===== config.mk =====
export PLATFORM = sky130hd
export DESIGN_NAME = bpa_ffs
export DESIGN_NICKNAME = d
export VERILOG_FILES = /design/src/rtl/buddy_page_allocator_assert.svh /design/src/rtl/bpa_pkg.sv /design/src/rtl/bpa_ffs.sv
export SDC_FILE = /design/constraint.sdc
export NUM_CORES = 1
export LEC_CHECK = 0
export BUFFER_PORTS_ARGS = -buffer_cell sky130_fd_sc_hd__buf_4
export CAP_MARGIN = 15
export CELL_PAD_IN_SITES_DETAIL_PLACEMENT = 0
export CELL_PAD_IN_SITES_GLOBAL_PLACEMENT = 1
export CORE_MARGIN = 10
export CORE_UTILIZATION = 23
export DETAILED_ROUTE_END_ITERATION = 10
export PLACE_DENSITY_LB_ADDON = 0.08
export SLEW_MARGIN = 40
export SYNTH_ARGS = -nofsm -noshare
export SYNTH_HDL_FRONTEND = slang
export SYNTH_SLANG_ARGS = --single-unit

===== constraint.sdc =====
create_clock -name vclk -period 1.1
set_input_delay 0.055 -clock vclk [all_inputs]
set_output_delay 0.055 -clock vclk [all_outputs]
set_load 0.01 [all_outputs]

===== src/rtl/buddy_page_allocator_assert.svh =====
// Assertion macros for the buddy page allocator.
// Used by the top level only; expects clk and rst_n in scope.
`ifndef BUDDY_PAGE_ALLOCATOR_ASSERT_SVH
`define BUDDY_PAGE_ALLOCATOR_ASSERT_SVH

`define BPA_ASSERT_SAME(lbl, ante, cons, msg) \
  lbl: assert property (@(posedge clk) disable iff (!rst_n) (ante) |-> (cons)) else $error(msg);

`define BPA_ASSERT_NEXT(lbl, ante, cons, msg) \
  lbl: assert property (@(posedge clk) disable iff (!rst_n) (ante) |=> (cons)) else $error(msg);

`endif


===== src/rtl/bpa_pkg.sv =====
// Shared types and constants of the buddy page allocator.
// Used by the top level and bpa_ffs; depends on nothing.
package bpa_pkg;

  localparam int WORD_W = 32;
  localparam int WBIT   = 5;
  localparam int ORD_W  = 5;

  localparam logic [1:0] MODE_ALLOC   = 2'd0;
  localparam logic [1:0] MODE_FREE    = 2'd1;
  localparam logic [1:0] MODE_QUERY   = 2'd2;
  localparam logic [1:0] MODE_RESERVE = 2'd3;

  typedef struct packed {
    logic [1:0]  mode;
    logic [15:0] frame;
    logic [11:0] n_pages;
  } req_t;

  typedef struct packed {
    logic [15:0] frame_out;
    logic        flag;
  } rsp_t;

  typedef enum logic [3:0] {
    S_CLR,
    S_IDLE,
    S_START,
    S_SCAN_RD,
    S_SCAN_EV,
    S_PROBE_RD,
    S_PROBE_EV,
    S_MERGE_RD,
    S_MERGE_EV,
    S_RMW_RD,
    S_RMW_WR,
    S_DONE
  } state_t;

endpackage


===== src/rtl/bpa_ffs.sv =====
// Finds the lowest set bit of one bitmap word.
// Depends on bpa_pkg for the word width.
module bpa_ffs (
  input  logic [bpa_pkg::WORD_W-1:0] word,
  output logic                       found,
  output logic [bpa_pkg::WBIT-1:0]   pos
);
  import bpa_pkg::*;

  always_comb begin
    found = |word;
    pos   = '0;
    for (int i = WORD_W - 1; i >= 0; i--) begin
      if (word[i]) begin
        pos = WBIT'(i);
      end
    end
  end

endmodule


==> impl_metrics.py, run 1 <==
metrics = {
    "setup_path": {
        "cp_cell_sequence": "buf_6 > or4_4 > a21oi_2 > o21ai_2 > nand2_1 > a21boi_2 > buf_4",
        "cp_top_family": "simple AND/OR/NAND/NOR gates",
        "worst-path-buf-inv": 2,
        "slowest_stage": "or4_4",
        "crit_required_ns": 1.04,
        "cp.depth": 7,
        "startpoint_type": "primary input",
        "endpoint": "pos[2]",
        "critPathLaunch": "word[20]",
        "critPathMaxFanout": 3,
        "critPathArrivalTime_ns": 1.26,
        "critPathKind": "primary input to output port",
        "endpoint_kind": "output port",
        "cpPeakStageDelay_ns": 0.57,
    },
    "finish": {
        "syn2layout_area_growth_pct": 174.3,
        "drive_above_1_share": 0.6825,
        "n_clock_buffer": 0,
        "fin_area_sq_mm": 0.001057,
        "diodes": 0,
        "fin_util": 0.6859,
        "regArea_sq_um": 0,
        "seq_cell_count": 0,
        "fin_cells": 142,
        "layout.nets": 160,
    },
    "hold_path": {
        "holdPathStages": 4,
        "hp-class": "primary input to output port",
    },
    "synthesis": {
        "syn_nets": 97,
        "ys_warn_count": 0,
        "syn_inst": 65,
        "syn_area_sq_um": 385.4,
        "yosysSeqAreaShare": 0,
        "synth.avg_cell_area_sq_um": 5.929,
        "ys_types": 24,
    },
    "placed_design": {
        "numPortBuffers": 38,
        "numPlacedInstances": 139,
        "gp_routability_congestion": 0.7767,
        "place_area_sq_um": 840.8,
        "detailed_place_hpwl_microns": 1704,
        "place_ws_ns": -0.2472,
    },
    "floorplan": {
        "die_area_sq_mm": 0.003713,
        "start_util": 0.2500,
        "core_area_sq_mm": 0.001541,
        "die_w_microns": 60.94,
        "die_y_microns": 60.94,
        "rows": 14,
        "ios": 38,
    },
    "timing": {
        "fmax_mhz": 761.9,
        "max_slew_margin": 0.7584,
        "timing.final.hold_violations": 0,
        "tightest_slew_ns": 0.3533,
        "drv_slew": 0,
        "fin_crit_ns": 1.312,
        "fin_crit_sh": 1.193,
        "rsz0062_at_grt": "yes",
        "fin_ws_ns": -0.2125,
        "setup_viol": 6,
        "setup_tns_ns": -0.8639,
    },
    "routing": {
        "routed_wl_microns": 2135,
        "wl_per_cell_microns": 15.04,
        "postRouteAntennaNets": 0,
        "via_count": 733,
        "post-route-drc-count": 0,
        "routed_via_density": 5.162,
        "drt_iter0_drc": 8,
        "dr.pass1.iters": 4,
    },
    "global_routing": {
        "grt_pass1_vias": 804,
        "grt_pass1_wl_microns": 3574,
        "grt_max_degree": 6,
        "grt_antenna_before_repair": 0,
        "overflow": 0,
        "grt_usage": 0.1161,
    },
    "power": {
        "pwr_density_cell_mw_per_mm2": 309.0,
        "power.leakage_nw": 0.4622,
        "vdd_drop_max_v": 0.0001648,
    },
    "flow_run": {
        "cap_violations": 0,
    },
    "outcome": {
        "status": "finished with violations",
        "violations": "setup timing",
    },
    "cts": {
        "cts-hold-fix-buffers": 0,
    },
}
==> kinds of logic after synthesis <==
family,Yosys count,synth area share
compound gates,22,0.3864
buf+inv,6,0.05844
simple gates,37,0.5552
==> layout make-up <==
cell class	count	area [sq um]
fillers	144	484.2
inverters	6	22.52
multi-input cells	59	515.5
well taps	16	20.02
repair buffers	61	499.2
==> layer usage <==
| layer | global-route usage | wire [microns] | up-vias |
|---|---|---|---|
| met5 | 0 | 0 | - |
| met4 | 0 | 29 | 0 |
| met3 | 0.02714 | 155 | 2 |
| met2 | 0.2198 | 1128 | 18 |
| met1 | 0.1351 | 822 | 332 |
| li1 | - | - | 381 |
==> metrics by stage <==
stage | hold slack [ns] | total power, mW
after floorplan | 0.1590 | 0.05580
final | 0.4654 | 0.3267
after global routing | 0.4760 | 0.3566
after CTS | 0.4708 | 0.3020
after detailed placement | 0.4702 | 0.2512
after global placement | 0.4747 | 0.2490
==> power breakdown <==
part	leakage, nW	internal (mW)	switching (mW)
Combinational	0.462	0.188	0.139
Clock	0	0	0
Sequential	0	0	0
==> cell usage in the layout (no fill, tap or decap), types with 3 or more instances in the layout <==
cell type,n
nand2_1,3
nor4_1,3
buf_4,51
a21oi_1,6
nor3_1,5
buf_6,9
nor2_1,6
inv_1,6
or4_4,4
nor4_4,3
==> Yosys cell counts <==
master / count / area share
nor2_1: 10 / 0.097
a21oi_1: 7 / 0.091
nor4_1: 7 / 0.11
inv_1: 6 / 0.058
nor3_1: 5 / 0.065
o31ai_1: 4 / 0.078
nand2_1: 3 / 0.029
a2111oi_0: 2 / 0.045
nor3_2: 2 / 0.052
nor3b_1: 2 / 0.039
o21ai_0: 2 / 0.026
or4_1: 2 / 0.039
or4_4: 2 / 0.058
a211oi_1: 1 / 0.019
a21boi_2: 1 / 0.029
a21o_1: 1 / 0.019
a221oi_1: 1 / 0.023
and2_1: 1 / 0.016
nand3_1: 1 / 0.013
nand4_1: 1 / 0.016
nor2b_1: 1 / 0.016
o2111ai_1: 1 / 0.023
o21a_1: 1 / 0.019
o21ai_1: 1 / 0.013
==> repair_timing <==
action	CTS	global route
gates resized for setup	29	11
setup endpoints to repair	6	6
pin swaps	13	6
buffers inserted	2	1
endpoints found under the hold margin	0	0
==> worst min path at each step <==
stage               endpoint  startpoint  slack [ns]
finish                pos[0]     word[0]        0.47
floorplan             pos[0]     word[0]        0.16
CTS                   pos[0]     word[0]        0.47
global route          pos[0]     word[0]        0.48
detailed placement    pos[0]     word[0]        0.47
global placement      pos[0]     word[0]        0.47
Note: power is estimated with default switching activity, not from simulation.
==> run 2, diff against run 1 <==
--- a/config.mk
+++ b/config.mk
@@ -5,11 +5,12 @@
 export SDC_FILE = /design/constraint.sdc
 export NUM_CORES = 1
 export LEC_CHECK = 0
+export ABC_AREA = 1
 export BUFFER_PORTS_ARGS = -buffer_cell sky130_fd_sc_hd__buf_4
 export CAP_MARGIN = 15
 export CELL_PAD_IN_SITES_DETAIL_PLACEMENT = 0
 export CELL_PAD_IN_SITES_GLOBAL_PLACEMENT = 1
-export CORE_MARGIN = 10
+export CORE_MARGIN = 5
 export CORE_UTILIZATION = 23
 export DETAILED_ROUTE_END_ITERATION = 10
 export PLACE_DENSITY_LB_ADDON = 0.08
@@ -17,3 +18,4 @@
 export SYNTH_ARGS = -nofsm -noshare
 export SYNTH_HDL_FRONTEND = slang
 export SYNTH_SLANG_ARGS = --single-unit
+export TNS_END_PERCENT = 30
==> run 2 against run 1 <==
Compared with the run above: the flow still finishes with violations (setup timing); area after synthesis rose by 22%; setup slack got worse by 0.49 ns; die area fell by 18%; core utilization fell by 22 points; flip-flop and latch count did not move; clock-buffer cell count did not move; design area fell by 13%; via count fell by 4.0%; critical path depth rose by 26; fmax fell by 27%; critical path type unchanged.
==> impl_metrics.py, run 2 <==
metrics = {
    "timing": {
        "fmax_mhz": 553.3,
        "max_slew_margin": 0.8274,
        "fin_crit_ns": 1.807,
        "tightest_slew_ns": 0.2566,
        "holdWs_ns": 0.3651,
        "setup_tns_ns": -1.270,
        "drv_slew": 0,
        "fin_crit_sh": 1.643,
        "rsz0062_at_grt": "yes",
        "setup_viol": 5,
        "fin_ws_ns": -0.7073,
        "timing.final.hold_violations": 0,
    },
    "placed_design": {
        "detailed_place_hpwl_microns": 1263,
        "place_area_sq_um": 872.1,
        "numPortBuffers": 38,
        "gp_routability_congestion": 0.7007,
        "place_ws_ns": -0.7797,
        "numPlacedInstances": 183,
    },
    "synthesis": {
        "syn_inst": 107,
        "ys_types": 17,
        "yosysSeqAreaShare": 0,
        "yosys-top-cells-area": "nand2_1 (34%), inv_1 (22%), nor2_1 (12%), bufinv_8 (7.4%), inv_2 (3.2%)",
        "synth.most_common_cell": "nand2_1",
        "synth.largest_area_cell": "nand2_1",
        "synth_common_cells": "nand2_1 (43), inv_1 (27), nor2_1 (15), inv_2 (4)",
        "syn_nets": 139,
        "syn_area_sq_um": 470.5,
        "ys_warn_count": 0,
        "synth.avg_cell_area_sq_um": 4.397,
        "netlist.area_leader.share": 0.3431,
    },
    "routing": {
        "postRouteAntennaNets": 0,
        "post-route-drc-count": 0,
        "via_count": 704,
        "routed_wl_microns": 1406,
        "dr.pass1.iters": 4,
        "wl_per_cell_microns": 7.683,
        "drt_iter0_drc": 13,
        "routed_via_density": 3.847,
    },
    "setup_path": {
        "cpMostUsedCell": "nand2_1",
        "critPathKind": "primary input to output port",
        "critPathMaxFanout": 2,
        "slowest_stage": "buf_4",
        "startpoint_type": "primary input",
        "crit_required_ns": 1.04,
        "cpPeakStageDelay_ns": 0.12,
        "critPathArrivalTime_ns": 1.75,
        "endpoint_kind": "output port",
    },
    "finish": {
        "fillers": 235,
        "fin_cells": 183,
        "layout.nets": 190,
        "regArea_sq_um": 0,
        "drive_above_1_share": 0.4103,
        "seq_cell_count": 0,
        "n_clock_buffer": 0,
        "final_common_cell": "buf_4",
        "syn2layout_area_growth_pct": 94.68,
        "fin_util": 0.4668,
        "fin_area_sq_um": 915.9,
        "final_cell_mix": "buf_4 (48), nand2_1 (42), inv_1 (26)",
        "diodes": 0,
    },
    "floorplan": {
        "die_w_microns": 55.23,
        "die_area_sq_mm": 0.003050,
        "ios": 38,
        "core_area_sq_mm": 0.001962,
        "start_util": 0.2398,
        "rows": 16,
        "die_y_microns": 55.23,
    },
    "hold_path": {
        "hp-class": "primary input to output port",
        "hold_start": "word[0]",
        "holdPathEnd": "pos[0]",
        "holdPathStages": 3,
    },
    "power": {
        "vdd_drop_max_v": 0.0001472,
        "power.leakage_nw": 0.5601,
        "power_uw": 269.2,
        "pwr_density_cell_mw_per_mm2": 293.9,
    },
    "global_routing": {
        "grt_antenna_before_repair": 0,
        "overflow": 0,
        "grt_max_degree": 4,
        "grt_usage": 0.09348,
        "grt_pass1_vias": 732,
        "grt_pass1_wl_microns": 2587,
    },
    "flow_run": {
        "cap_violations": 0,
    },
    "outcome": {
        "status": "finished with violations",
        "violations": "setup timing",
    },
    "cts": {
        "cts-hold-fix-buffers": 0,
    },
}
-- run 2: how the worst max path moves through the flow --
stage / from / endpoint / slack (ns) / cells after the start
finish: word[30] / pos[0] / -0.71 / 33
global route: word[30] / pos[0] / -1.13 / 33
CTS: word[30] / pos[0] / -0.76 / 33
detailed placement: word[30] / pos[0] / -0.78 / 33
global placement: word[30] / pos[0] / -0.79 / 33
floorplan: word[30] / pos[0] / -0.42 / 31
-- run 2: cells by family after synthesis --
family                 after synthesis  share of synthesized area
AOI/OAI and AO/OA                   10                     0.1463
and+or+nand+nor                     64                     0.5319
buffers and inverters               33                     0.3218
-- run 2: area by class of cell --
| cell class | count | area, sq um | area share |
|---|---|---|---|
| well taps | 27 | 33.78 | 0.03689 |
| repair buffers | 49 | 371.6 | 0.4057 |
| inverters | 33 | 151.4 | 0.1653 |
| multi-input cells | 74 | 359.1 | 0.3921 |
-- run 2: per-layer routing --
| layer | part of all wire | up-vias | global-route usage |
|---|---|---|---|
| li1 | - | 409 | - |
| met1 | 0.40 | 275 | 0.09431 |
| met2 | 0.51 | 20 | 0.1943 |
| met3 | 0.090 | 0 | 0.02797 |
| met4 | 0 | 0 | 0 |
| met5 | 0 | - | 0 |
-- run 2: report_power, final --
| part | total [mW] | internal [mW] | switching [mW] | leakage, nW |
|---|---|---|---|---|
| clock network | 0 | 0 | 0 | 0 |
| logic | 0.269 | 0.160 | 0.110 | 0.560 |
| registers | 0 | 0 | 0 | 0 |
| total | 0.269 | 0.160 | 0.110 | 0.560 |
-- run 2: worst max-delay path, delay by kind of cell --
| family | cells | cell delay, ns |
|---|---|---|
| simple gates | 29 | 1.35 |
| buf+inv | 3 | 0.25 |
| compound gates | 1 | 0.10 |
-- run 2: repair_timing --
item                       CTS  global route
hold endpoints to repair     0             0
pin swaps                    1             1
setup endpoints to repair    6             6
buffers inserted             0             0
resized for setup            8             3
